==> config.mk <==
export PLATFORM = sky130hd
export DESIGN_NAME = dra_ram
export DESIGN_NICKNAME = d
export VERILOG_FILES = /design/src/rtl/dra_ram.sv
export SDC_FILE = /design/constraint.sdc
export NUM_CORES = 1
export LEC_CHECK = 0
export ABC_AREA = 0
export BUFFER_PORTS_ARGS = -buffer_cell sky130_fd_sc_hd__buf_4
export CAP_MARGIN = 40
export CORE_MARGIN = 2
export CORE_UTILIZATION = 51
export CTS_BUF_LIST = sky130_fd_sc_hd__clkbuf_8
export DETAILED_ROUTE_END_ITERATION = 6
export GPL_ROUTABILITY_DRIVEN = 0
export GPL_TIMING_DRIVEN = 0
export PLACE_DENSITY = 0.66
export SYNTH_ARGS = -nofsm -noshare
export SYNTH_HDL_FRONTEND = slang
export SYNTH_SLANG_ARGS = --single-unit
==> constraint.sdc <==
create_clock -name clk -period 2.2 [get_ports clk]
set_input_delay 0 -clock clk [delete_from_list [all_inputs] [get_ports clk]]
set_output_delay 0 -clock clk [all_outputs]
set_load 0.03 [all_outputs]
==> src/rtl/dra_ram.sv <==
// Generic single-port-write, single-port-read RAM with registered read data.
// No dependencies.
module dra_ram #(
    parameter int WIDTH = 8,
    parameter int DEPTH = 64
) (
    input  logic                     clk,
    input  logic                     we,
    input  logic [$clog2(DEPTH)-1:0] waddr,
    input  logic [WIDTH-1:0]         wdata,
    input  logic [$clog2(DEPTH)-1:0] raddr,
    output logic [WIDTH-1:0]         rdata
);

    logic [WIDTH-1:0] mem [DEPTH];

    always_ff @(posedge clk)
    begin
        if (we)
        begin
            mem[waddr] <= wdata;
        end
        rdata <= mem[raddr];
    end

endmodule

==> summary.md <==
| Metric | Value |
|---|---|
| Fmax | 0.476 GHz |
| Crit Path Category | in2reg |
| Syn_nets | 962 |
| Initial core utilization | 0.519 |
| Avg WL per Cell | 28.5 um |
| Hold crit path type | in2reg |
| Period utilization | 0.954 |
| Clk root buf | clkbuf_8 |
| Share of cells above drive strength 1 | 0.277 |
| Most used DFF post-synth | edfxtp_1 |
| Part of the power in registers | 0.555 |
| Slew HR | 0.400 |
| Sequential Area | 15500 sq um |
| Status | finished, final reports clean |
| HPWL Detailed | 29900 um |
| Core Rows | 72 |
| Inst Count DP | 1495 |
| Vias in the first global route | 10200 |
| Clk_lat worst skew | 640 ps |
| Leading cell types in the layout, fill and taps excluded | edfxtp_1, mux4_2, clkbuf_8, nor2_1, buf_4 |
| Clock slew at reported path FFs | 60 ps |
| Synth warn | 0 |
| Largest net degree at the start of global routing | 65 |
| Setup crit end kind | flip-flop |
| Via density | 6.07 |
| Port bufs | 21 |
| Final wirelength | 47400 um |
| Total gr overflow | 0 |
| Core Region | 38800 sq um |
| Cell Count, Final, Fillers Out | 1665 |
| Clock buffer depth | 3 |
| Sequential share of the synthesized area | 0.770 |
| Worst-Margin Slew | 897 ps |
| Clock skew | 29.5 ps |
| Initial antenna violation count | 0 |
| CTS HTree Levels | 3 |
| Inserted Clock Buffers | 83 |
| Multi-input gate area | 4320 sq um |
| Critical Path RT | 2680 ps |
| Pre-Repair DR Iteration Count | 5 |
| Global-route wire length before repair | 69800 um |
| Power Density | 869 nW/um^2 |
| Lkg Pwr | 7.28 nW |
| Final hold viol count | 0 |
| Die Span Y | 203 um |
| Sw Ratio | 0.228 |
| Period minus WS final | 2100 ps |
| Final antenna-violating net count | 0 |
| Post-CTS Setup Repair Bufs | 0 |
| Worst Setup Slack, final | 101 ps |
| Number of synthesized register bits | 520 |
| Clock net sink count | 520 |
| Synth async-reset ratio | 0 |
| Die span in x | 203 um |
| # IOs | 30 |
| Power Internal | 0.0153 W |
| Maximum resistive drop on vdd | 0.000407 V |
| RSZ-0062 raised after global routing | no |
| Combinational Power Share | 0.058 |
| Post-Synthesis Cell Area | 20200 sq um |
| CTS tree | built |
| Post-synth EDFFs | 512 |
| Total GRT Usage | 0.240 |
| Number of fill cells | 2859 |
| Maxcap violations | 0 |
| Syn_area_per_cell | 21.5 sq um |
| Remaining DRCs | 0 |
| Synth unique cells | 40 |
| P&R area growth vs syn | 13.0% |
| Dpl ws | -513 ps |
| Syn Inst Count | 940 |
| Final Setup Violations | 0 |
| Worst Path Max Fanout | 10 |
| Most common cell after layout, fill and taps aside | edfxtp_1 |
| 1st-iter DRT viols | 1071 |
| Crit start category | input pin |
| Switching Power | 0.00451 W |
| WP data arrival | 2570 ps |
| Slew Limit Fails | 0 |
| Via count | 10100 |
| Number of nets in the layout | 1097 |
| Die ar. | 41200 sq um |
| Clk pwr share | 0.387 |
-- what timing repair did --
item	CTS	global route
hold endpoints to repair	522	0
hold buffers	12	0
resized for setup	0	1
setup endpoints to repair	0	1
-- synthesized netlist by cell type, types with 3 or more instances --
master,number,area [sq um]
a21oi_1,3,15.0
clkbuf_1,17,63.8
nor2b_1,14,87.6
mux2i_1,23,230
mux4_2,126,2840
o22ai_1,8,50.1
mux2_2,13,146
nor3_1,7,35.0
a211oi_1,4,30.0
o2111ai_1,3,26.3
nand2_1,19,71.3
nand3b_1,3,22.5
o221ai_1,8,70.1
nor2_1,83,312
buf_1,4,15.0
nand2b_1,7,43.8
buf_2,11,55.1
buf_6,4,45.0
a221oi_1,6,52.6
o2bb2ai_1,3,26.3
a22oi_1,3,22.5
dfxtp_1,8,160
nand3_1,13,65.1
edfxtp_1,512,15400
buf_4,13,97.6
-- power by group through the flow --
stage | Clock, W | Combinational [W] | Sequential (W)
after global placement | 0 | 0.00111 | 0.0112
after global routing | 0.00822 | 0.00122 | 0.0110
after floorplan | 0 | 0.000584 | 0.0112
after CTS | 0.00777 | 0.00115 | 0.0110
after detailed placement | 0 | 0.00114 | 0.0112
final | 0.00765 | 0.00115 | 0.0110
-- cell type report --
class,instances,area share
sequential,520,0.682
multi-input combinational,369,0.190
clock buffer,93,0.0562
tap,518,0.0285
timing repair buffer,50,0.0179
buffer,51,0.0139
clock inverter,63,0.0119
antenna,1,0.000110
-- per-stage QoR --
step	total power [W]	cell area, sq um	setup TNS (ps)	util	hold slack (ps)
2_1_floorplan	0.0118	20200	0	-	98.9
3_3_place_gp	0.0123	21000	-3660	0.540	357
3_5_place_dp	0.0123	21100	-3670	0.543	346
4_1_cts	0.0199	22800	0	0.586	2.73
5_1_grt	0.0204	22800	0	0.587	68.1
6_report	0.0198	22800	0	0.587	34.0
-- critical path: stages --
cell and delay [ps]:
buf_2 180, buf_4 270, clkbuf_1 670, buf_2 540, mux4_2 420, o21ai_0 310, nand2_1 170
-- logic make-up (layout without fill, tap and decap cells) --
family	Yosys count	in the layout	synth area share
AO/OA/AOI/OAI	54	54	0.0207
buffers and inverters	51	257	0.0157
flip-flops	520	520	0.770
multiplexers	162	162	0.159
other	0	1	0
AND/OR/NAND/NOR	153	153	0.0339
-- registers in the layout (all words and copies together) (netlist names) --
signal	cells
mem	512
rdata	8
-- metal layers --
layer / routed length (um) / up-vias / GRT usage
met3: 4450 / 93 / 0.0612
met2: 21800 / 493 / 0.354
met5: 0 / - / 0
met1: 19600 / 5299 / 0.345
li1: - / 4223 / -
met4: 1610 / 0 / 0.0988
-- final timing paths --
check	startpoint	to	slack, ps	depth (start not counted)
min	waddr[1]	mem[49][5]	30	2
max	raddr[2]	rdata[7]	100	7
min reg2reg	mem[7][7]	rdata[7]	950	4
max reg2reg	mem[16][4]	rdata[4]	130	5
(Power assumes the default switching activity.)
