File: src/rtl/dra_pkg.sv
// Shared types, constants and helpers of the DNS reply address extractor.
// No dependencies; every other file but dra_ram imports this package.
package dra_pkg;

    localparam int PACKET_BYTES_DEF = 512;
    localparam int NAME_BYTES_DEF   = 64;
    localparam int ANSWER_SLOTS_DEF = 4;
    localparam int MAX_JUMPS_DEF    = 16;

    // Name lengths never exceed 63, slot counts never exceed 7.
    localparam int LEN_W  = 6;
    localparam int SLOT_W = 3;
    // Wide enough for any offset plus a 16-bit length plus the fixed parts.
    localparam int CALC_W = 18;

    localparam int HEADER_BYTES = 12;
    localparam int RR_FIXED     = 10;
    localparam int Q_TAIL       = 4;

    localparam logic [1:0] KIND_QNAME  = 2'd0;
    localparam logic [1:0] KIND_ANAME  = 2'd1;
    localparam logic [1:0] KIND_REC    = 2'd2;
    localparam logic [1:0] KIND_STATUS = 2'd3;

    localparam logic [1:0]  LAB_PTR    = 2'b11;
    localparam logic [15:0] QR_BIT     = 16'h8000;
    localparam logic [15:0] RCODE_MASK = 16'h000F;
    localparam logic [15:0] TYPE_A     = 16'd1;
    localparam logic [15:0] TYPE_AAAA  = 16'd28;
    localparam logic [15:0] CLASS_IN   = 16'd1;
    localparam logic [15:0] RDLEN_A    = 16'd4;
    localparam logic [15:0] RDLEN_AAAA = 16'd16;
    localparam logic [7:0]  CHAR_DOT   = 8'h2E;

    localparam logic [2:0] FAM_V4 = 3'd4;
    localparam logic [2:0] FAM_V6 = 3'd6;

    typedef struct packed {
        logic              fail;
        logic [SLOT_W-1:0] total;
        logic [15:0]       dropped;
        logic [LEN_W-1:0]  qlen;
    } job_t;

    function automatic logic [7:0] to_lower(input logic [7:0] c);
        logic [7:0] r;
        r = c;
        if (c >= 8'h41 && c <= 8'h5A)
        begin
            r = c + 8'd32;
        end
        return r;
    endfunction

endpackage

File: src/rtl/dra_jobq.sv
// Two-entry queue of parse results between front and back.
// Depends on dra_pkg (job_t).
module dra_jobq
    import dra_pkg::*;
(
    input  logic clk,
    input  logic rst_n,
    input  logic push,
    input  job_t push_data,
    input  logic pop,
    output logic avail,
    output logic full,
    output job_t head
);

    job_t       ent_reg [2];
    logic       wp_reg, rp_reg;
    logic [1:0] cnt_reg;

    assign avail = (cnt_reg != 2'd0);
    assign full  = (cnt_reg == 2'd2);
    assign head  = ent_reg[rp_reg];

    always_ff @(posedge clk or negedge rst_n)
    begin
        if (!rst_n)
        begin
            wp_reg  <= 1'b0;
            rp_reg  <= 1'b0;
            cnt_reg <= 2'd0;
        end
        else
        begin
            if (push && !full)
            begin
                wp_reg <= ~wp_reg;
            end
            if (pop && avail)
            begin
                rp_reg <= ~rp_reg;
            end
            cnt_reg <= cnt_reg + 2'(push && !full) - 2'(pop && avail);
        end
    end

    always_ff @(posedge clk)
    begin
        if (push && !full)
        begin
            ent_reg[wp_reg] <= push_data;
        end
    end

endmodule

File: config.mk
export PLATFORM = sky130hd
export DESIGN_NAME = dra_jobq
export DESIGN_NICKNAME = d
export VERILOG_FILES = /design/src/rtl/dra_pkg.sv /design/src/rtl/dra_jobq.sv
export SDC_FILE = /design/constraint.sdc
export NUM_CORES = 1
export LEC_CHECK = 0
export ABC_AREA = 1
export BUFFER_PORTS_ARGS = -buffer_cell sky130_fd_sc_hd__buf_2
export CORE_MARGIN = 8
export CORE_UTILIZATION = 50
export CTS_BUF_LIST = sky130_fd_sc_hd__clkbuf_4
export DETAILED_ROUTE_END_ITERATION = 6
export PLACE_DENSITY = 0.74
export SETUP_SLACK_MARGIN = 0.4
export SLEW_MARGIN = 20
export SYNTH_ARGS = -nofsm -noshare
export SYNTH_HDL_FRONTEND = slang
export SYNTH_SLANG_ARGS = --single-unit
export TNS_END_PERCENT = 5
File: constraint.sdc
create_clock -name clk -period 2.9 [get_ports clk]
set_input_delay 0.145 -clock clk [delete_from_list [all_inputs] [get_ports clk]]
set_output_delay 0.145 -clock clk [all_outputs]
set_load 0.02 [all_outputs]
==> metrics.cfg <==
[power]
leakage_nw = 1.29
power.density_nw_per_um2 = 927
ir_worst_vdd_uv = 532

[grt]
grt_use_total = 0.136
grt_max_degree = 28
grt_pass1_vias = 1495
grt-ovfl-total = 0
grt_antenna_before_repair = 0
grt_pass1_wl_mm = 6.83

[clocking]
path_clk_slew_ns = 0.14
clkLatencyLatePin_ns = 0.37
root_buffer = clkbuf_4
cts_num_sinks = 56
cts_tree = done
clk_path_buf_depth = 2
cts_setup_buffers = 0
numCtsBuffers = 5
htreeDepth = 2

[drt]
drcViolationCount = 0
dr.pass1.iters = 4
wl_per_cell_um = 13.2
drtAntennaViolNets = 0
routed_wl_mm = 4.11
drtIter0Drc = 107
routed_via_density = 4.60
vias = 1436

[place]
post-place-ws_ns = 1.27
portBuffers = 57
hpwl_mm = 2.81
gp_congestion = 0.735

[final_layout]
largest_reg_flops = 52
final_cell_mix = nand2_1, buf_2, edfxtp_1, dlygate4sd3_1, inv_1
nFillCells = 340
final_nets = 290
area_delta_synth_final_pct = 31.8
final_common_cell = nand2_1
drive_gt1_frac = 0.290

[floorplan]
die-area_um2 = 6680
initial_core_util = 0.507
die_h_um = 81.7
coreArea_um2 = 4260
pin_count = 58
die_x_um = 81.7
rows = 24

[synth]
syn_inst = 168
yosysSeqAreaShare = 0.769
yosysWarnings = 0
syn-num-nets = 200
ys_types = 12
ys_ff_latch = 56
synth.avg_cell_area_um2 = 12.9
syn_area_um2 = 2160

[timing]
finalCritPeriodShare = 0.629
layout_min_cycle_time_ns = 1.82
slew_violations = 0
hold_viol_final = 0
worst_slack_ns = 1.08
skew_ns = 0.0123
setup_violations = 0
slew_headroom = 0.681
tightest_slew_ns = 0.479
rsz0062_at_grt = no
fmax_mhz = 548
tns_ns = 0

[flow_run]
cap_violations = 0

[setup_path]
max_stage_delay_ns = 0.67
crit_chain = buf_4, nand2_1, nand2_1, buf_2
critPathArrivalTime_ns = 1.68
crit_path_end_kind = output pin
cp_data_required_time_ns = 2.76
cp-start-kind = register
critPathKind = register to output pin
crit_fanout = 18
cpMaxStageDelayCell = dfrtp_1
cp_common_cell = nand2_1

[hold_path]
hold_class = primary input to register

[outcome]
status = completed

[worst max-delay path, delay by kind of cell, from the launching register on]
family / cells / cell delay (ns)
buf+inv: 2 / 0.48
simple gates: 2 / 0.17
flops: 1 / 0.67
[worst paths after layout]
kind / start / slack, ns / cells after the start / endpoint
min: push / 0.05 / 3 / wp_reg
max in group asynchronous: rst_n / 2.68 / 2 / rp_reg
min reg2reg: wp_reg / 0.50 / 2 / wp_reg
min in group asynchronous: rst_n / 0.09 / 2 / cnt_reg[1]
max reg2reg: cnt_reg[1] / 1.28 / 4 / ent_reg[1][24]
max: rp_reg / 1.08 / 4 / head[24]
[kinds of logic (layout without fill, tap and decap cells)]
kind of cell | count (synthesis) | count (layout) | share of synthesized area
AND/OR/NAND/NOR | 95 | 95 | 0.173
flip-flops | 56 | 56 | 0.769
buffers and inverters | 15 | 106 | 0.0469
adder cells (fa/ha/maj) | 2 | 2 | 0.0116
other | 0 | 1 | 0
[where the power goes]
group | switching (W) | internal [W] | total (W)
Sequential | 0.0000751 | 0.00110 | 0.00118
Combinational | 0.000719 | 0.000325 | 0.00104
Clock | 0.000231 | 0.000185 | 0.000416
[through the flow]
step           hold slack [ns]  utilization  cell area, um^2  total power [W]  std cells
6_report                0.0540        0.668             2850          0.00264        312
5_1_grt                 0.0688        0.667             2850          0.00283        311
4_1_cts                 0.0326        0.667             2850          0.00268        311
3_5_place_dp           -0.0411        0.582             2480          0.00223        275
3_3_place_gp           -0.0444        0.582             2480          0.00221        275
2_1_floorplan           -0.151            -             2160          0.00193        168
[synth_stat cells (all sizes together)]
cell type  number  area share
ha              2       0.012
buf             5       0.026
nor2            1      0.0017
nand2          91        0.16
edfxtp         52        0.72
inv            10       0.021
nand3           3      0.0069
dfrtp           4       0.046
[layer usage]
layer | GRT usage | share of wire | vias to the layer above
li1 | - | - | 735
met2 | 0.227 | 0.51 | 38
met5 | 0 | 0 | -
met1 | 0.155 | 0.40 | 656
met4 | 0.0649 | 0.018 | 0
met3 | 0.0416 | 0.073 | 7
[layout make-up]
| cell class | count | area [um^2] | area share |
|---|---|---|---|
| Tap cell | 52 | 65.1 | 0.0228 |
| Clock buffer | 5 | 37.5 | 0.0132 |
| Sequential cell | 56 | 1660 | 0.583 |
| Inverter | 10 | 45.0 | 0.0158 |
| Antenna cell | 1 | 2.50 | 0.000879 |
| Timing Repair Buffer | 88 | 588 | 0.207 |
| Multi-Input combinational cell | 97 | 400 | 0.141 |
| Clock inverter | 3 | 47.5 | 0.0167 |
[what timing repair did]
action                                 4_1_cts  5_1_grt
gates resized for setup                      0        0
setup endpoints to repair                    0        0
hold buffers                                28        0
endpoints found under the hold margin       57        0
Note: power is estimated with default switching activity, not from simulation.
