**config.mk**
```make
export PLATFORM = sky130hd
export DESIGN_NAME = dra_back
export DESIGN_NICKNAME = d
export VERILOG_FILES = /design/src/rtl/dra_pkg.sv /design/src/rtl/dra_back.sv
export SDC_FILE = /design/constraint.sdc
export NUM_CORES = 1
export LEC_CHECK = 0
export ABC_AREA = 1
export ABC_CLOCK_PERIOD_IN_PS = 17700
export BUFFER_PORTS_ARGS = -buffer_cell sky130_fd_sc_hd__clkbuf_2
export CORE_AREA = 8 8 378 380
export DETAILED_ROUTE_END_ITERATION = 10
export DIE_AREA = 0 0 386 388
export REMOVE_ABC_BUFFERS = 1
export SLEW_MARGIN = 20
export SYNTH_ARGS = -nofsm -noshare
export SYNTH_HDL_FRONTEND = slang
export SYNTH_SLANG_ARGS = --single-unit
```
**constraint.sdc**
```tcl
create_clock -name clk -period 17.7 [get_ports clk]
set_input_delay 0.885 -clock clk [delete_from_list [all_inputs] [get_ports clk]]
set_output_delay 0.885 -clock clk [all_outputs]
set_load 0.005 [all_outputs]
```
**src/rtl/dra_pkg.sv**
```systemverilog
// Shared types, constants and helpers of the DNS reply address extractor.
// No dependencies; every other file but dra_ram imports this package.
package dra_pkg;

    localparam int PACKET_BYTES_DEF = 512;
    localparam int NAME_BYTES_DEF   = 64;
    localparam int ANSWER_SLOTS_DEF = 4;
    localparam int MAX_JUMPS_DEF    = 16;

    // Name lengths never exceed 63, slot counts never exceed 7.
    localparam int LEN_W  = 6;
    localparam int SLOT_W = 3;
    // Wide enough for any offset plus a 16-bit length plus the fixed parts.
    localparam int CALC_W = 18;

    localparam int HEADER_BYTES = 12;
    localparam int RR_FIXED     = 10;
    localparam int Q_TAIL       = 4;

    localparam logic [1:0] KIND_QNAME  = 2'd0;
    localparam logic [1:0] KIND_ANAME  = 2'd1;
    localparam logic [1:0] KIND_REC    = 2'd2;
    localparam logic [1:0] KIND_STATUS = 2'd3;

    localparam logic [1:0]  LAB_PTR    = 2'b11;
    localparam logic [15:0] QR_BIT     = 16'h8000;
    localparam logic [15:0] RCODE_MASK = 16'h000F;
    localparam logic [15:0] TYPE_A     = 16'd1;
    localparam logic [15:0] TYPE_AAAA  = 16'd28;
    localparam logic [15:0] CLASS_IN   = 16'd1;
    localparam logic [15:0] RDLEN_A    = 16'd4;
    localparam logic [15:0] RDLEN_AAAA = 16'd16;
    localparam logic [7:0]  CHAR_DOT   = 8'h2E;

    localparam logic [2:0] FAM_V4 = 3'd4;
    localparam logic [2:0] FAM_V6 = 3'd6;

    typedef struct packed {
        logic              fail;
        logic [SLOT_W-1:0] total;
        logic [15:0]       dropped;
        logic [LEN_W-1:0]  qlen;
    } job_t;

    function automatic logic [7:0] to_lower(input logic [7:0] c);
        logic [7:0] r;
        r = c;
        if (c >= 8'h41 && c <= 8'h5A)
        begin
            r = c + 8'd32;
        end
        return r;
    endfunction

endpackage

```
**src/rtl/dra_back.sv**
```systemverilog
// Back part: turns a finished parse into result beats through an output register.
// Depends on dra_pkg; reads the text RAMs held at the top and the slot registers of the front.
module dra_back
    import dra_pkg::*;
#(
    parameter int NAME_BYTES   = NAME_BYTES_DEF,
    parameter int ANSWER_SLOTS = ANSWER_SLOTS_DEF
) (
    input  logic                                        clk,
    input  logic                                        rst_n,
    input  logic                                        q_avail,
    input  job_t                                        q_head,
    output logic                                        q_pop,
    output logic                                        back_idle,
    output logic [$clog2(NAME_BYTES)-1:0]               qt_raddr,
    input  logic [7:0]                                  qt_rdata,
    output logic [$clog2(ANSWER_SLOTS*NAME_BYTES)-1:0]  at_raddr,
    input  logic [7:0]                                  at_rdata,
    input  logic [LEN_W-1:0]                            alen [ANSWER_SLOTS],
    input  logic [31:0]                                 ttl_in [ANSWER_SLOTS],
    input  logic [63:0]                                 hi_in [ANSWER_SLOTS],
    input  logic [63:0]                                 lo_in [ANSWER_SLOTS],
    input  logic                                        v6_in [ANSWER_SLOTS],
    output logic                                        out_valid,
    input  logic                                        out_ready,
    output logic [1:0]                                  kind,
    output logic [1:0]                                  answer_index,
    output logic [63:0]                                 chars,
    output logic [3:0]                                  char_count,
    output logic [2:0]                                  addr_family,
    output logic [31:0]                                 ttl,
    output logic [63:0]                                 addr_high,
    output logic [63:0]                                 addr_low,
    output logic [15:0]                                 dropped,
    output logic [2:0]                                  answer_total,
    output logic                                        status,
    output logic                                        last
);

    localparam int QAW = $clog2(NAME_BYTES);
    localparam int TAW = $clog2(ANSWER_SLOTS * NAME_BYTES);
    localparam int SIW = (ANSWER_SLOTS > 1) ? $clog2(ANSWER_SLOTS) : 1;

    typedef enum logic [5:0] {
        B_IDLE  = 6'b000001,
        B_CHR   = 6'b000010,
        B_PUSH  = 6'b000100,
        B_NEXTA = 6'b001000,
        B_REC   = 6'b010000,
        B_STAT  = 6'b100000
    } bstate_t;

    bstate_t           state_reg, state_next;
    job_t              job_reg, job_next;
    logic [SLOT_W-1:0] s_reg, s_next;
    logic [LEN_W-1:0]  ci_reg, ci_next;
    logic [LEN_W-1:0]  len_reg, len_next;
    logic [3:0]        ccnt_reg, ccnt_next;
    logic [63:0]       chunk_reg, chunk_next;
    logic              phq_reg, phq_next;
    logic              out_valid_reg;

    logic              out_free;
    logic              beat_load;
    logic [1:0]        b_kind, b_idx;
    logic [63:0]       b_chars, b_hi, b_lo;
    logic [3:0]        b_cnt;
    logic [2:0]        b_fam, b_total;
    logic [31:0]       b_ttl;
    logic [15:0]       b_drop;
    logic              b_status, b_last;
    logic [7:0]        rd;
    logic [SIW-1:0]    si;

    assign out_free  = !out_valid_reg || out_ready;
    assign out_valid = out_valid_reg;
    assign back_idle = (state_reg == B_IDLE) && !q_avail;
    assign rd        = phq_reg ? qt_rdata : at_rdata;
    assign si        = s_reg[SIW-1:0];
    // read address follows the next index so data always matches ci_reg
    assign qt_raddr  = ci_next[QAW-1:0];
    assign at_raddr  = TAW'(int'(s_next) * NAME_BYTES + int'(ci_next));

    always_comb
    begin
        state_next = state_reg;
        job_next   = job_reg;
        s_next     = s_reg;
        ci_next    = ci_reg;
        len_next   = len_reg;
        ccnt_next  = ccnt_reg;
        chunk_next = chunk_reg;
        phq_next   = phq_reg;
        q_pop      = 1'b0;
        beat_load  = 1'b0;
        b_kind     = KIND_STATUS;
        b_idx      = 2'd0;
        b_chars    = '0;
        b_cnt      = '0;
        b_fam      = '0;
        b_ttl      = '0;
        b_hi       = '0;
        b_lo       = '0;
        b_drop     = '0;
        b_total    = '0;
        b_status   = 1'b0;
        b_last     = 1'b0;

        unique case (state_reg)
            B_IDLE:
            begin
                if (q_avail)
                begin
                    q_pop      = 1'b1;
                    job_next   = q_head;
                    s_next     = '0;
                    ci_next    = '0;
                    ccnt_next  = '0;
                    chunk_next = '0;
                    phq_next   = 1'b1;
                    len_next   = q_head.qlen;
                    if (q_head.fail)
                    begin
                        state_next = B_STAT;
                    end
                    else if (q_head.qlen == '0)
                    begin
                        phq_next   = 1'b0;
                        state_next = B_NEXTA;
                    end
                    else
                    begin
                        state_next = B_CHR;
                    end
                end
            end
            B_CHR:
            begin
                chunk_next[{ccnt_reg[2:0], 3'b000} +: 8] = rd;
                ci_next   = ci_reg + LEN_W'(1);
                ccnt_next = ccnt_reg + 4'd1;
                if ((ccnt_reg == 4'd7) || (ci_reg + LEN_W'(1) == len_reg))
                begin
                    state_next = B_PUSH;
                end
            end
            B_PUSH:
            begin
                if (out_free)
                begin
                    beat_load  = 1'b1;
                    b_kind     = phq_reg ? KIND_QNAME : KIND_ANAME;
                    b_idx      = s_reg[1:0];
                    b_chars    = chunk_reg;
                    b_cnt      = ccnt_reg;
                    ccnt_next  = '0;
                    chunk_next = '0;
                    if (ci_reg != len_reg)
                    begin
                        state_next = B_CHR;
                    end
                    else if (phq_reg)
                    begin
                        phq_next   = 1'b0;
                        ci_next    = '0;
                        state_next = B_NEXTA;
                    end
                    else
                    begin
                        state_next = B_REC;
                    end
                end
            end
            B_NEXTA:
            begin
                ci_next = '0;
                if (s_reg == job_reg.total)
                begin
                    state_next = B_STAT;
                end
                else
                begin
                    len_next   = alen[si];
                    ccnt_next  = '0;
                    chunk_next = '0;
                    state_next = (alen[si] == '0) ? B_REC : B_CHR;
                end
            end
            B_REC:
            begin
                if (out_free)
                begin
                    beat_load  = 1'b1;
                    b_kind     = KIND_REC;
                    b_idx      = s_reg[1:0];
                    b_fam      = v6_in[si] ? FAM_V6 : FAM_V4;
                    b_ttl      = ttl_in[si];
                    b_hi       = hi_in[si];
                    b_lo       = lo_in[si];
                    s_next     = s_reg + SLOT_W'(1);
                    ci_next    = '0;
                    state_next = B_NEXTA;
                end
            end
            B_STAT:
            begin
                if (out_free)
                begin
                    beat_load  = 1'b1;
                    b_kind     = KIND_STATUS;
                    b_last     = 1'b1;
                    b_status   = job_reg.fail;
                    b_drop     = job_reg.fail ? 16'd0 : job_reg.dropped;
                    b_total    = job_reg.fail ? 3'd0 : job_reg.total;
                    state_next = B_IDLE;
                end
            end
            default:
            begin
                state_next = B_IDLE;
            end
        endcase
    end

    always_ff @(posedge clk or negedge rst_n)
    begin
        if (!rst_n)
        begin
            state_reg     <= B_IDLE;
            out_valid_reg <= 1'b0;
            s_reg         <= '0;
            ci_reg        <= '0;
        end
        else
        begin
            state_reg <= state_next;
            s_reg     <= s_next;
            ci_reg    <= ci_next;
            if (beat_load)
            begin
                out_valid_reg <= 1'b1;
            end
            else if (out_ready)
            begin
                out_valid_reg <= 1'b0;
            end
        end
    end

    always_ff @(posedge clk)
    begin
        job_reg   <= job_next;
        len_reg   <= len_next;
        ccnt_reg  <= ccnt_next;
        chunk_reg <= chunk_next;
        phq_reg   <= phq_next;
        if (beat_load)
        begin
            kind         <= b_kind;
            answer_index <= b_idx;
            chars        <= b_chars;
            char_count   <= b_cnt;
            addr_family  <= b_fam;
            ttl          <= b_ttl;
            addr_high    <= b_hi;
            addr_low     <= b_lo;
            dropped      <= b_drop;
            answer_total <= b_total;
            status       <= b_status;
            last         <= b_last;
        end
    end

    assert property (@(posedge clk) disable iff (!rst_n)
        beat_load |-> ((b_kind == KIND_STATUS) == b_last))
        else $error("last flag not tied to status beat");
    assert property (@(posedge clk) disable iff (!rst_n)
        (beat_load && (b_kind == KIND_QNAME || b_kind == KIND_ANAME)) |->
        (b_cnt != 4'd0 && b_cnt <= 4'd8))
        else $error("name beat with bad char count");
    assert property (@(posedge clk) disable iff (!rst_n)
        (beat_load && b_kind == KIND_REC) |-> (s_reg < job_reg.total))
        else $error("record beat beyond stored answers");

endmodule

```
==> impl_results.rst, run 1 <==
.. list-table::
   :header-rows: 1

   * - Metric
     - Value
   * - Result of the run
     - finished clean
   * - Endpoints failing hold
     - 0
   * - Crit path launch type
     - flop
   * - Summed instance area of the synthesized netlist
     - 20000 um^2
   * - Overall routing resource usage
     - 0.136
   * - Io pins
     - 987
   * - Max-slew headroom at the worst pin
     - 0.234
   * - Post-route cell area
     - 28100 um^2
   * - Routed wire length per instance
     - 21.8 um
   * - Required time of the critical path
     - 16.82 ns
   * - Yosys cell types
     - 43
   * - Initial antenna violation count
     - 43
   * - Setup CP Type
     - reg -> out
   * - Portion of total power attributed to sequential cells
     - 0.384
   * - Number of cells produced by synthesis
     - 2294
   * - Via count of the routed design
     - 20300
   * - Detailed Routing Iterations Pass 1
     - 6
   * - Min Clock Period, post-route
     - 3.90 ns
   * - Die Wd
     - 386 um
   * - Hpwl dp
     - 88200 um
   * - TritonCTS Sinks
     - 366
   * - Minimum hold slack
     - 0.223 ns
   * - Share of flip-flops with an asynchronous set or reset after synthesis
     - 0.0437
   * - Most common flop cell mapped by yosys
     - sky130_fd_sc_hd__edfxtp_1
   * - Worst vdd rail ir drop
     - 0.115 mV
   * - Via/cell ratio
     - 4.04
   * - Cell row count
     - 136
   * - Slew at the pin with the worst max-slew slack
     - 1.15 ns
   * - Sequential cell area
     - 10900 um^2
   * - Post-detailed-placement cell area
     - 26400 um^2
   * - DRC violation count after routing
     - 0
   * - Leakage power figure
     - 12.9 nW
   * - Post-layout net count
     - 3899
   * - CTS Hold Buffers Added
     - 0
   * - Max-slew violations
     - 0
   * - GRT met1 Usage
     - 0.149
   * - Met2 layer usage reported by global route
     - 0.231
   * - Global-route wire length before repair
     - 148000 um
   * - Yosys warnings
     - 0
   * - Post-cts resize count
     - 0
   * - TritonCTS clock tree
     - yes
   * - Total wirelength of the detailed-routed design
     - 110000 um
   * - Cell internal power dissipation
     - 0.00231 W
   * - Flop and latch count out of synthesis
     - 366
   * - Placer congestion estimate
     - 0.909
   * - Clock skew
     - 0.0452 ns
   * - Type of element capturing the critical path
     - output port
   * - Number of global-route vias before repair
     - 20400
   * - Clock root cell
     - sky130_fd_sc_hd__clkbuf_16
   * - Layout cells sized above 1
     - 0.386
   * - Share of power burned in the clock network
     - 0.264
   * - Cell taking the most area after synthesis
     - sky130_fd_sc_hd__edfxtp_1
   * - Die Y-Extent
     - 388 um
   * - Syn Area/Cell
     - 8.71 um^2
   * - Met3 usage in global routing
     - 0.0638
   * - Count of fill cells added during filler insertion
     - 15300
   * - Gr busiest metal
     - met2
   * - Switching share of power
     - 0.401
   * - Die footprint
     - 150000 um^2
   * - Hold Crit Class
     - in -> async
   * - Pin count of the biggest net entering global routing
     - 154
   * - Combinational group share of total power
     - 0.351
   * - Placeable Area
     - 137000 um^2
   * - Unrepaired setup endpoints after global routing
     - no
   * - Starting utilization of the core area
     - 0.146
   * - Drt initial violations
     - 1414
   * - Sequential element share of the synthesized area
     - 0.546
   * - Num CTS Buffers
     - 46
   * - Final-layout setup total negative slack
     - 0 ns
   * - CTS clock-pin slew for the worst setup and hold paths
     - 0.06 ns
   * - Remaining global-route overflow
     - 0
   * - Net switching power
     - 0.00155 W
   * - Port-buffer cells
     - 985
   * - Maximum level of the CTS H-tree
     - 2
   * - Cell with the most instances after synthesis
     - sky130_fd_sc_hd__nor2_1
   * - Ratio of final minimum period to clock period
     - 0.220
   * - Biggest area contributors in the synthesized netlist
     - sky130_fd_sc_hd__edfxtp_1 53%, sky130_fd_sc_hd__o21ai_0 8.7%, sky130_fd_sc_hd__nor2_1 8.3%
   * - Maximum clock frequency
     - 256 MHz
   * - Clock latency reported for the late side of the worst-skew pair
     - 0.64 ns
   * - Maximum buffer depth of the clock tree
     - 3
   * - # Max-Cap Violations
     - 0
   * - Worst-path fanout max
     - 64
   * - Worst Path Arrival
     - 3.02 ns
   * - Number of setup violations in the final report
     - 0
   * - Number of flops mapped to enable cells by yosys
     - 350
   * - PD cells
     - 137 nW/um^2
   * - Top cell type's share of synthesized area
     - 0.526
   * - Synth-to-Final Area Change
     - 40.5%
   * - Post-synth top cells
     - 444 x sky130_fd_sc_hd__nor2_1, 350 x sky130_fd_sc_hd__edfxtp_1, 349 x sky130_fd_sc_hd__o21ai_0
   * - Remaining antenna violation count after routing
     - 0
   * - Buffers inserted by post-CTS timing repair
     - 0
   * - Reg2reg setup slack
     - 14.22 ns
   * - Area of the multi-input gates
     - 7010 um^2
worst max-delay path: stages (launching register included):
cell                       delay (ns)
sky130_fd_sc_hd__dfrtp_1         0.44
sky130_fd_sc_hd__nor2_4          0.23
sky130_fd_sc_hd__nand4_2         0.09
sky130_fd_sc_hd__buf_4           0.22
sky130_fd_sc_hd__inv_2           0.75
sky130_fd_sc_hd__nand3_1         0.14
sky130_fd_sc_hd__o21ai_1         0.32
sky130_fd_sc_hd__clkbuf_2        0.20
layer usage:
layer / wire, um / part of all wire
met3: 13100 / 0.12
met5: 99 / 0.00090
met2: 52400 / 0.48
met4: 3670 / 0.033
met1: 40300 / 0.37
path summary, 6_finish.rpt:
check	start	end	depth (start not counted)
max in group asynchronous	rst_n	s_reg[1]	1
worst max register to register	state_reg[2]	addr_low[61]	10
worst min register to register	job_reg[21]	dropped[15]	2
min in group clk	q_head[17]	job_reg[17]	1
worst min-delay path	rst_n	ci_reg[2]	1
worst max-delay path	state_reg[5]	at_raddr[2]	7
final cells by class:
cell class,instances,area share
antenna,16,0.00143
multi-input combinational,1460,0.250
clock inverter,34,0.0158
inverter,296,0.0403
tap,1794,0.0800
timing repair buffer,1007,0.182
clock buffer,50,0.0415
sequential,366,0.389
placed cells by master (no fill, tap or decap), types with 9 or more instances in the layout:
cell type                     n
sky130_fd_sc_hd__a21oi_1     68
sky130_fd_sc_hd__buf_4       21
sky130_fd_sc_hd__clkbuf_16   46
sky130_fd_sc_hd__clkbuf_2   985
sky130_fd_sc_hd__clkinv_1     9
sky130_fd_sc_hd__dfrtp_1     13
sky130_fd_sc_hd__diode_2     16
sky130_fd_sc_hd__edfxtp_1   350
sky130_fd_sc_hd__inv_1      181
sky130_fd_sc_hd__inv_2      110
sky130_fd_sc_hd__nand2_1    261
sky130_fd_sc_hd__nand3_1     34
sky130_fd_sc_hd__nand4_1     26
sky130_fd_sc_hd__nor2_1     444
sky130_fd_sc_hd__o21ai_0    349
sky130_fd_sc_hd__o21ai_1     46
sky130_fd_sc_hd__o22ai_1    163
through the flow:
stage | power [W] | instances | worst slack (ns) | utilization
after floorplan | 0.00224 | 2122 | 6.75 | -
after global placement | 0.00287 | 4923 | 13.74 | 0.193
after detailed placement | 0.00287 | 4923 | 13.75 | 0.193
after CTS | 0.00393 | 5007 | 13.60 | 0.205
after global routing | 0.00410 | 5017 | 13.47 | 0.205
final | 0.00385 | 5023 | 13.80 | 0.205
power by group through the flow:
| stage | logic [W] | registers (W) | clock network [W] |
|---|---|---|---|
| floorplan | 0.000659 | 0.00158 | 0 |
| global placement | 0.00137 | 0.00150 | 0 |
| detailed placement | 0.00138 | 0.00150 | 0 |
| CTS | 0.00138 | 0.00148 | 0.00106 |
| global route | 0.00150 | 0.00151 | 0.00109 |
| finish | 0.00135 | 0.00148 | 0.00102 |
kinds of logic after synthesis:
logic type,synth area share
and+or+nand+nor,0.164
xor gates and xnor gates,0.00351
DFF,0.546
AOI/OAI and AO/OA,0.173
muxes,0.00451
adders and majority gates,0.00501
other,0.000188
buffers and inverters,0.104
(Power assumes the default switching activity.)
==> inputs of run 2 (changes only) <==
ABC_CLOCK_PERIOD_IN_PS = 3250   (was 17700)
CORE_AREA = 8 8 381 383   (was 8 8 378 380)
DIE_AREA = 0 0 389 391   (was 0 0 386 388)
clock period = 3.25 ns   (was 17.7 ns; I/O delays follow)
==> impl_results.rst, run 2 (synthesized netlist as in run 1, its figures left out) <==
.. list-table::
   :header-rows: 1

   * - Metric
     - Value
   * - Max-slew violations
     - 0 (unchanged)
   * - Number of global-route vias before repair
     - 21700 (+6.5%)
   * - Placement Setup Slack
     - 0.656 ns (-13.09 ns)
   * - Via/cell ratio
     - 4.12 (+2.1%)
   * - Detailed Routing Iterations Pass 1
     - 5 (-1)
   * - Overall routing resource usage
     - 0.140 (+0.00346)
   * - Met2 layer usage reported by global route
     - 0.236 (+0.00481)
   * - Min Clock Period, post-route
     - 2.91 ns
   * - Gr busiest metal
     - met2
   * - Required time of the critical path
     - 3.09 ns (-13.73 ns)
   * - Placeable Area
     - 139000 um^2 (+1.6%)
   * - Unrepaired setup endpoints after global routing
     - no
   * - Maximum clock frequency
     - 343 MHz
   * - DRC violation count after routing
     - 0 (unchanged)
   * - Routed wire length per instance
     - 21.6 um (-1.2%)
   * - Synth-to-Final Area Change
     - 54.6%
   * - PD cells
     - 709 nW/um^2 (+420%)
   * - Worst-path fanout max
     - 17 (-73%)
   * - Endpoints failing hold
     - 0 (unchanged)
   * - Type of element capturing the critical path
     - output port
   * - Leakage power figure
     - 14.1 nW (+9.6%)
   * - Hpwl dp
     - 92600 um (+4.9%)
   * - Cell row count
     - 137 (+0.74%)
   * - Total wirelength of the detailed-routed design
     - 115000 um (+4.5%)
   * - Minimum setup slack in the final design
     - 0.336 ns (-13.46 ns)
   * - Worst Path Arrival
     - 2.75 ns (-0.27 ns)
   * - TritonCTS clock tree
     - yes
   * - Maximum buffer depth of the clock tree
     - 3 (unchanged)
   * - Post-layout net count
     - 4178 (+7.2%)
   * - Drt initial violations
     - 1825 (+29%)
   * - Met3 usage in global routing
     - 0.0455 (-0.0183)
   * - Sequential cell area
     - 10900 um^2 (unchanged)
   * - Port-buffer cells
     - 985 (unchanged)
   * - GRT met1 Usage
     - 0.171 (+0.0221)
   * - Count of fill cells added during filler insertion
     - 15300 (+0.052%)
   * - Max-slew headroom at the worst pin
     - 0.360 (+0.126)
   * - Setup CP Type
     - reg -> out
   * - Leading cell type in the layout, fill and taps excluded
     - sky130_fd_sc_hd__clkbuf_2
   * - Hold Crit Class
     - in -> reg
   * - Remaining global-route overflow
     - 0 (unchanged)
   * - Most used cells in the layout excluding fill and tap cells
     - 985 x sky130_fd_sc_hd__clkbuf_2, 444 x sky130_fd_sc_hd__nor2_1, 350 x sky130_fd_sc_hd__edfxtp_1, 347 x sky130_fd_sc_hd__o21ai_0, 261 x sky130_fd_sc_hd__nand2_1
   * - Die Y-Extent
     - 391 um (+0.77%)
   * - Layout cells sized above 1
     - 0.365 (-0.0207)
   * - Die Wd
     - 389 um (+0.78%)
   * - Placer congestion estimate
     - 0.991 (+9.0%)
   * - Clock latency reported for the late side of the worst-skew pair
     - 0.63 ns (about the same)
   * - Starting utilization of the core area
     - 0.144 (-0.00232)
   * - Clock root cell
     - sky130_fd_sc_hd__clkbuf_16
   * - Buffers inserted by post-CTS timing repair
     - 0 (unchanged)
   * - Post-layout util
     - 0.222 (+0.0171)
   * - CTS clock-pin slew for the worst setup and hold paths
     - 0.06 ns (about the same)
   * - Via count of the routed design
     - 21900 (+8.0%)
   * - Result of the run
     - finished clean
   * - Num CTS Buffers
     - 46 (unchanged)
   * - Ratio of final minimum period to clock period
     - 0.897
   * - Number of setup violations in the final report
     - 0 (unchanged)
   * - Clock skew
     - 0.0439 ns (-0.00138 ns)
   * - Io pins
     - 987 (unchanged)
   * - Area of the multi-input gates
     - 7020 um^2 (about the same)
   * - Pin count of the biggest net entering global routing
     - 93 (-40%)
   * - Maximum level of the CTS H-tree
     - 2 (unchanged)
   * - Crit path launch type
     - flop
   * - Worst vdd rail ir drop
     - 0.584 mV (+410%)
   * - TritonCTS Sinks
     - 366 (unchanged)
   * - Die footprint
     - 152000 um^2 (+1.6%)
   * - Remaining antenna violation count after routing
     - 0 (unchanged)
   * - Minimum hold slack
     - 0.0512 ns (-0.172 ns)
   * - Global-route wire length before repair
     - 157000 um (+5.4%)
   * - Slew at the pin with the worst max-slew slack
     - 0.951 ns (-0.198 ns)
   * - # Max-Cap Violations
     - 0 (unchanged)
   * - Initial antenna violation count
     - 48 (+12%)
run 2: metrics by stage:
stage | TNS [ns] | instances | total power, W | area (um^2)
6_report | 0 | 5314 | 0.0219 | 30900
5_1_grt | 0 | 5305 | 0.0232 | 30900
4_1_cts | 0 | 5298 | 0.0222 | 30800
3_5_place_dp | 0 | 4980 | 0.0159 | 26900
3_3_place_gp | 0 | 4980 | 0.0158 | 26900
2_1_floorplan | -3058.85 | 2122 | 0.0112 | 19000
run 2: path summary, 6_finish.rpt:
| path | cells after the start | to | slack [ns] | from |
|---|---|---|---|---|
| min in group asynchronous | 2 | ci_reg[4] | 0.11 | rst_n |
| max reg2reg | 8 | addr_high[34] | 0.34 | s_reg[0] |
| min reg2reg | 2 | dropped[1] | 0.54 | job_reg[7] |
| min | 5 | addr_high[40] | 0.05 | hi_in[232] |
| max in group asynchronous | 2 | s_reg[0] | 2.70 | rst_n |
| max | 9 | at_raddr[2] | 0.34 | state_reg[0] |
run 2: timing repair:
action                                 in CTS  in global routing
resized for setup                           2                  1
endpoints found under the hold margin     163                  0
setup endpoints to repair                   2                  2
hold buffers                              235                  0
run 2: cell type report:
cell class / instances / share of cell area
multi-input cells: 1460 / 0.227
clock buffers: 54 / 0.0382
inverters: 296 / 0.0366
well taps: 1807 / 0.0732
diodes: 16 / 0.00130
flip-flops and latches: 366 / 0.353
repair buffers: 1286 / 0.257
clock inverters: 29 / 0.0130
run 2: power by group:
group | switching, W | total [W] | leakage, nW | internal [W]
Clock | 0.00222 | 0.00548 | 0.764 | 0.00326
Sequential | 0.000739 | 0.00803 | 3.53 | 0.00729
Combinational | 0.00545 | 0.00841 | 9.84 | 0.00295
run 2: metal layers:
layer / part of all wire / up-vias / wire length, um
li1: - / 10100 / -
met1: 0.39 / 10400 / 45200
met2: 0.47 / 1179 / 54400
met3: 0.10 / 175 / 11700
met4: 0.028 / 16 / 3250
met5: 0.00088 / - / 101
run 2: critical path, stage by stage, from the launching register on:
cell and delay [ns]:
sky130_fd_sc_hd__dfstp_2 0.55, sky130_fd_sc_hd__nor2_2 0.08, sky130_fd_sc_hd__nand4_4 0.25, sky130_fd_sc_hd__nand2_1 0.09, sky130_fd_sc_hd__nor2_1 0.17, sky130_fd_sc_hd__nand2_1 0.09, sky130_fd_sc_hd__nand2_1 0.23, sky130_fd_sc_hd__nor2_1 0.10
sky130_fd_sc_hd__o21ai_1 0.37, sky130_fd_sc_hd__clkbuf_2 0.20
==> inputs of run 3 (changes only) <==
CORE_AREA = 2 2 386 388   (was 8 8 381 383)
DIE_AREA = 0 0 388 390   (was 0 0 389 391)
==> impl_results.rst, run 3 (synthesized netlist as in run 1, its figures left out) <==
.. list-table::
   :header-rows: 1

   * - Metric
     - Value
   * - Unrepaired setup endpoints after global routing
     - no
   * - Global-route wire length before repair
     - 157000 um (+0.50%)
   * - Minimum setup slack in the final design
     - 0.419 ns (+0.0828 ns)
   * - PD cells
     - 706 nW/um^2 (-0.39%)
   * - Critical R2R Launch
     - s_reg[0]
   * - Hold Crit Class
     - in -> reg
   * - Routed wire length per instance
     - 21.1 um (-2.3%)
   * - Net switching power
     - 0.00866 W (+2.9%)
   * - Clock skew
     - 0.0214 ns (-0.0225 ns)
   * - Die footprint
     - 151000 um^2 (-0.51%)
   * - Pin count of the biggest net entering global routing
     - 90 (-3.2%)
   * - Max-slew headroom at the worst pin
     - 0.405 (+0.0449)
   * - Total wirelength of the detailed-routed design
     - 115000 um (+0.61%)
   * - Met2 layer usage reported by global route
     - 0.232 (-0.00457)
   * - Placeable Area
     - 147000 um^2 (+6.0%)
   * - Layout cells sized above 1
     - 0.363 (-0.00236)
   * - Number of setup violations in the final report
     - 0 (unchanged)
   * - Remaining global-route overflow
     - 0 (unchanged)
   * - Gr busiest metal
     - met2
   * - Slew at the pin with the worst max-slew slack
     - 0.883 ns (-0.0679 ns)
   * - Share of power burned in the clock network
     - 0.248 (-0.002)
   * - Remaining antenna violation count after routing
     - 0 (unchanged)
   * - Clock root cell
     - sky130_fd_sc_hd__clkbuf_16
   * - Leakage power figure
     - 14.3 nW (+0.92%)
   * - Cell row count
     - 141 (+2.9%)
   * - Overall routing resource usage
     - 0.144 (+0.00461)
   * - Synth-to-Final Area Change
     - 57.0%
   * - Max-slew violations
     - 0 (unchanged)
   * - Cell internal power dissipation
     - 0.0135 W (about the same)
   * - Required time of the critical path
     - 3.64 ns (+0.55 ns)
   * - Endpoints failing hold
     - 0 (unchanged)
   * - Area of the multi-input gates
     - 7010 um^2 (-0.12%)
   * - Result of the run
     - finished clean
   * - Maximum buffer depth of the clock tree
     - 3 (unchanged)
   * - Worst Path Arrival
     - 3.22 ns (+0.47 ns)
   * - Combinational group share of total power
     - 0.389 (+0.005)
   * - Io pins
     - 987 (unchanged)
   * - Final-layout setup total negative slack
     - 0 ns (unchanged)
   * - Number of cells in the finished layout apart from fillers
     - 5470 (+2.9%)
   * - Drt initial violations
     - 1566 (-14%)
   * - Maximum level of the CTS H-tree
     - 2 (unchanged)
   * - Type of element capturing the critical path
     - flop
   * - Setup CP Type
     - reg -> reg
   * - Met3 usage in global routing
     - 0.0450 (-0.000494)
   * - Startpoint of the worst hold path
     - lo_in[212]
   * - Maximum clock frequency
     - 353 MHz (+2.9%)
   * - Sequential cell area
     - 10900 um^2 (unchanged)
   * - TritonCTS clock tree
     - yes
   * - Initial antenna violation count
     - 54 (+13%)
   * - Count of fill cells added during filler insertion
     - 16300 (+6.4%)
   * - Starting utilization of the core area
     - 0.136 (-0.00811)
   * - Overall power consumption
     - 0.0222 W (+1.1%)
   * - Clock latency reported for the late side of the worst-skew pair
     - 0.63 ns (about the same)
   * - Post-cts resize count
     - 0 (-2)
   * - Switching share of power
     - 0.391 (+0.00666)
   * - Die Wd
     - 388 um (-0.26%)
   * - Num CTS Buffers
     - 49 (+6.5%)
   * - Portion of total power attributed to sequential cells
     - 0.363 (-0.003)
   * - Via count of the routed design
     - 21900 (+0.18%)
   * - Die Y-Extent
     - 390 um (-0.26%)
   * - Buffers inserted by post-CTS timing repair
     - 0 (unchanged)
   * - Worst vdd rail ir drop
     - 0.382 mV (-35%)
   * - Minimum hold slack
     - 0.0553 ns (+0.00415 ns)
   * - Cell count after placement
     - 5100 (+2.4%)
   * - TritonCTS Sinks
     - 366 (unchanged)
   * - Detailed Routing Iterations Pass 1
     - 6 (+1)
   * - Ratio of final minimum period to clock period
     - 0.871 (-0.0255)
   * - Placer congestion estimate
     - 0.973 (-1.8%)
   * - Crit. Startpoint
     - s_reg[0]
   * - CTS Hold Buffers Added
     - 264 (+12%)
   * - Worst-path fanout max
     - 58 (+41)
   * - Hpwl dp
     - 91400 um (-1.3%)
   * - Via/cell ratio
     - 4.01 (-2.7%)
   * - Crit path launch type
     - flop
   * - Leading cell type in the layout, fill and taps excluded
     - sky130_fd_sc_hd__clkbuf_2
   * - GRT met1 Usage
     - 0.179 (+0.00785)
   * - DRC violation count after routing
     - 0 (unchanged)
   * - Min Clock Period, post-route
     - 2.83 ns (-0.0828 ns)
   * - Port-buffer cells
     - 985 (unchanged)
   * - Most used cells in the layout excluding fill and tap cells
     - 985 x sky130_fd_sc_hd__clkbuf_2, 444 x sky130_fd_sc_hd__nor2_1, 350 x sky130_fd_sc_hd__edfxtp_1, 349 x sky130_fd_sc_hd__o21ai_0, 264 x sky130_fd_sc_hd__dlygate4sd3_1
   * - Number of global-route vias before repair
     - 21700 (+0.18%)
   * - CTS clock-pin slew for the worst setup and hold paths
     - 0.06 ns (about the same)
   * - Post-layout net count
     - 4207 (+0.69%)
   * - Placement Setup Slack
     - 0.633 ns (-0.0229 ns)
   * - # Max-Cap Violations
     - 0 (unchanged)
==> run 3: cell types whose count changed in the layout (fill, tap and decap cells not counted), moves of 3 or more <==
cell                            change
sky130_fd_sc_hd__dlygate4sd3_1     +29
sky130_fd_sc_hd__buf_4              -8
sky130_fd_sc_hd__buf_12             +5
sky130_fd_sc_hd__clkbuf_1           -4
sky130_fd_sc_hd__bufinv_16          -3
sky130_fd_sc_hd__clkbuf_16          +3
sky130_fd_sc_hd__clkinv_1           +3
sky130_fd_sc_hd__clkinv_4           +3
==> run 3: routing by layer <==
| layer | part of all wire | wire (um) |
|---|---|---|
| met1 | 0.42 | 48000 |
| met4 | 0.034 | 3960 |
| met3 | 0.089 | 10200 |
| met5 | 0.0018 | 202 |
| met2 | 0.46 | 53000 |
==> run 3: power groups by stage <==
| stage | Combinational, W | Clock (W) | Sequential, W |
|---|---|---|---|
| floorplan | 0.00369 | 0 | 0.00753 |
| global placement | 0.00782 | 0 | 0.00812 |
| detailed placement | 0.00787 | 0 | 0.00812 |
| CTS | 0.00868 | 0.00571 | 0.00807 |
| global route | 0.00945 | 0.00585 | 0.00821 |
| finish | 0.00862 | 0.00549 | 0.00804 |
==> run 3: area by class of cell <==
class / instances / share of cell area
sequential: 366 / 0.348
timing repair buffer: 1312 / 0.264
multi-input combinational: 1460 / 0.223
tap: 1930 / 0.0770
clock buffer: 53 / 0.0396
inverter: 296 / 0.0361
clock inverter: 35 / 0.0107
antenna: 18 / 0.00144
==> run 3: through the flow <==
step,util,area [um^2]
floorplan,-,19000
global placement,0.184,27100
detailed placement,0.184,27100
CTS,0.213,31300
global route,0.213,31400
finish,0.213,31400
==> run 3: path summary, 6_finish.rpt <==
kind,end,slack (ns),cells after the start
hold / removal,addr_low[20],0.06,5
min in group asynchronous,state_reg[4],0.10,2
max in group asynchronous,s_reg[1],2.77,2
hold reg to reg,dropped[6],0.54,2
setup reg to reg,addr_high[59],0.42,7
setup / recovery,addr_high[59],0.42,7
==> run 3: worst max-delay path: stages, from the launching register on <==
cell	delay, ns
sky130_fd_sc_hd__dfrtp_4	0.61
sky130_fd_sc_hd__inv_8	0.20
sky130_fd_sc_hd__buf_12	0.27
sky130_fd_sc_hd__o21ai_0	0.60
sky130_fd_sc_hd__o22ai_1	0.12
sky130_fd_sc_hd__dlygate4sd3_1	0.59
sky130_fd_sc_hd__nand2_1	0.07
sky130_fd_sc_hd__inv_1	0.04
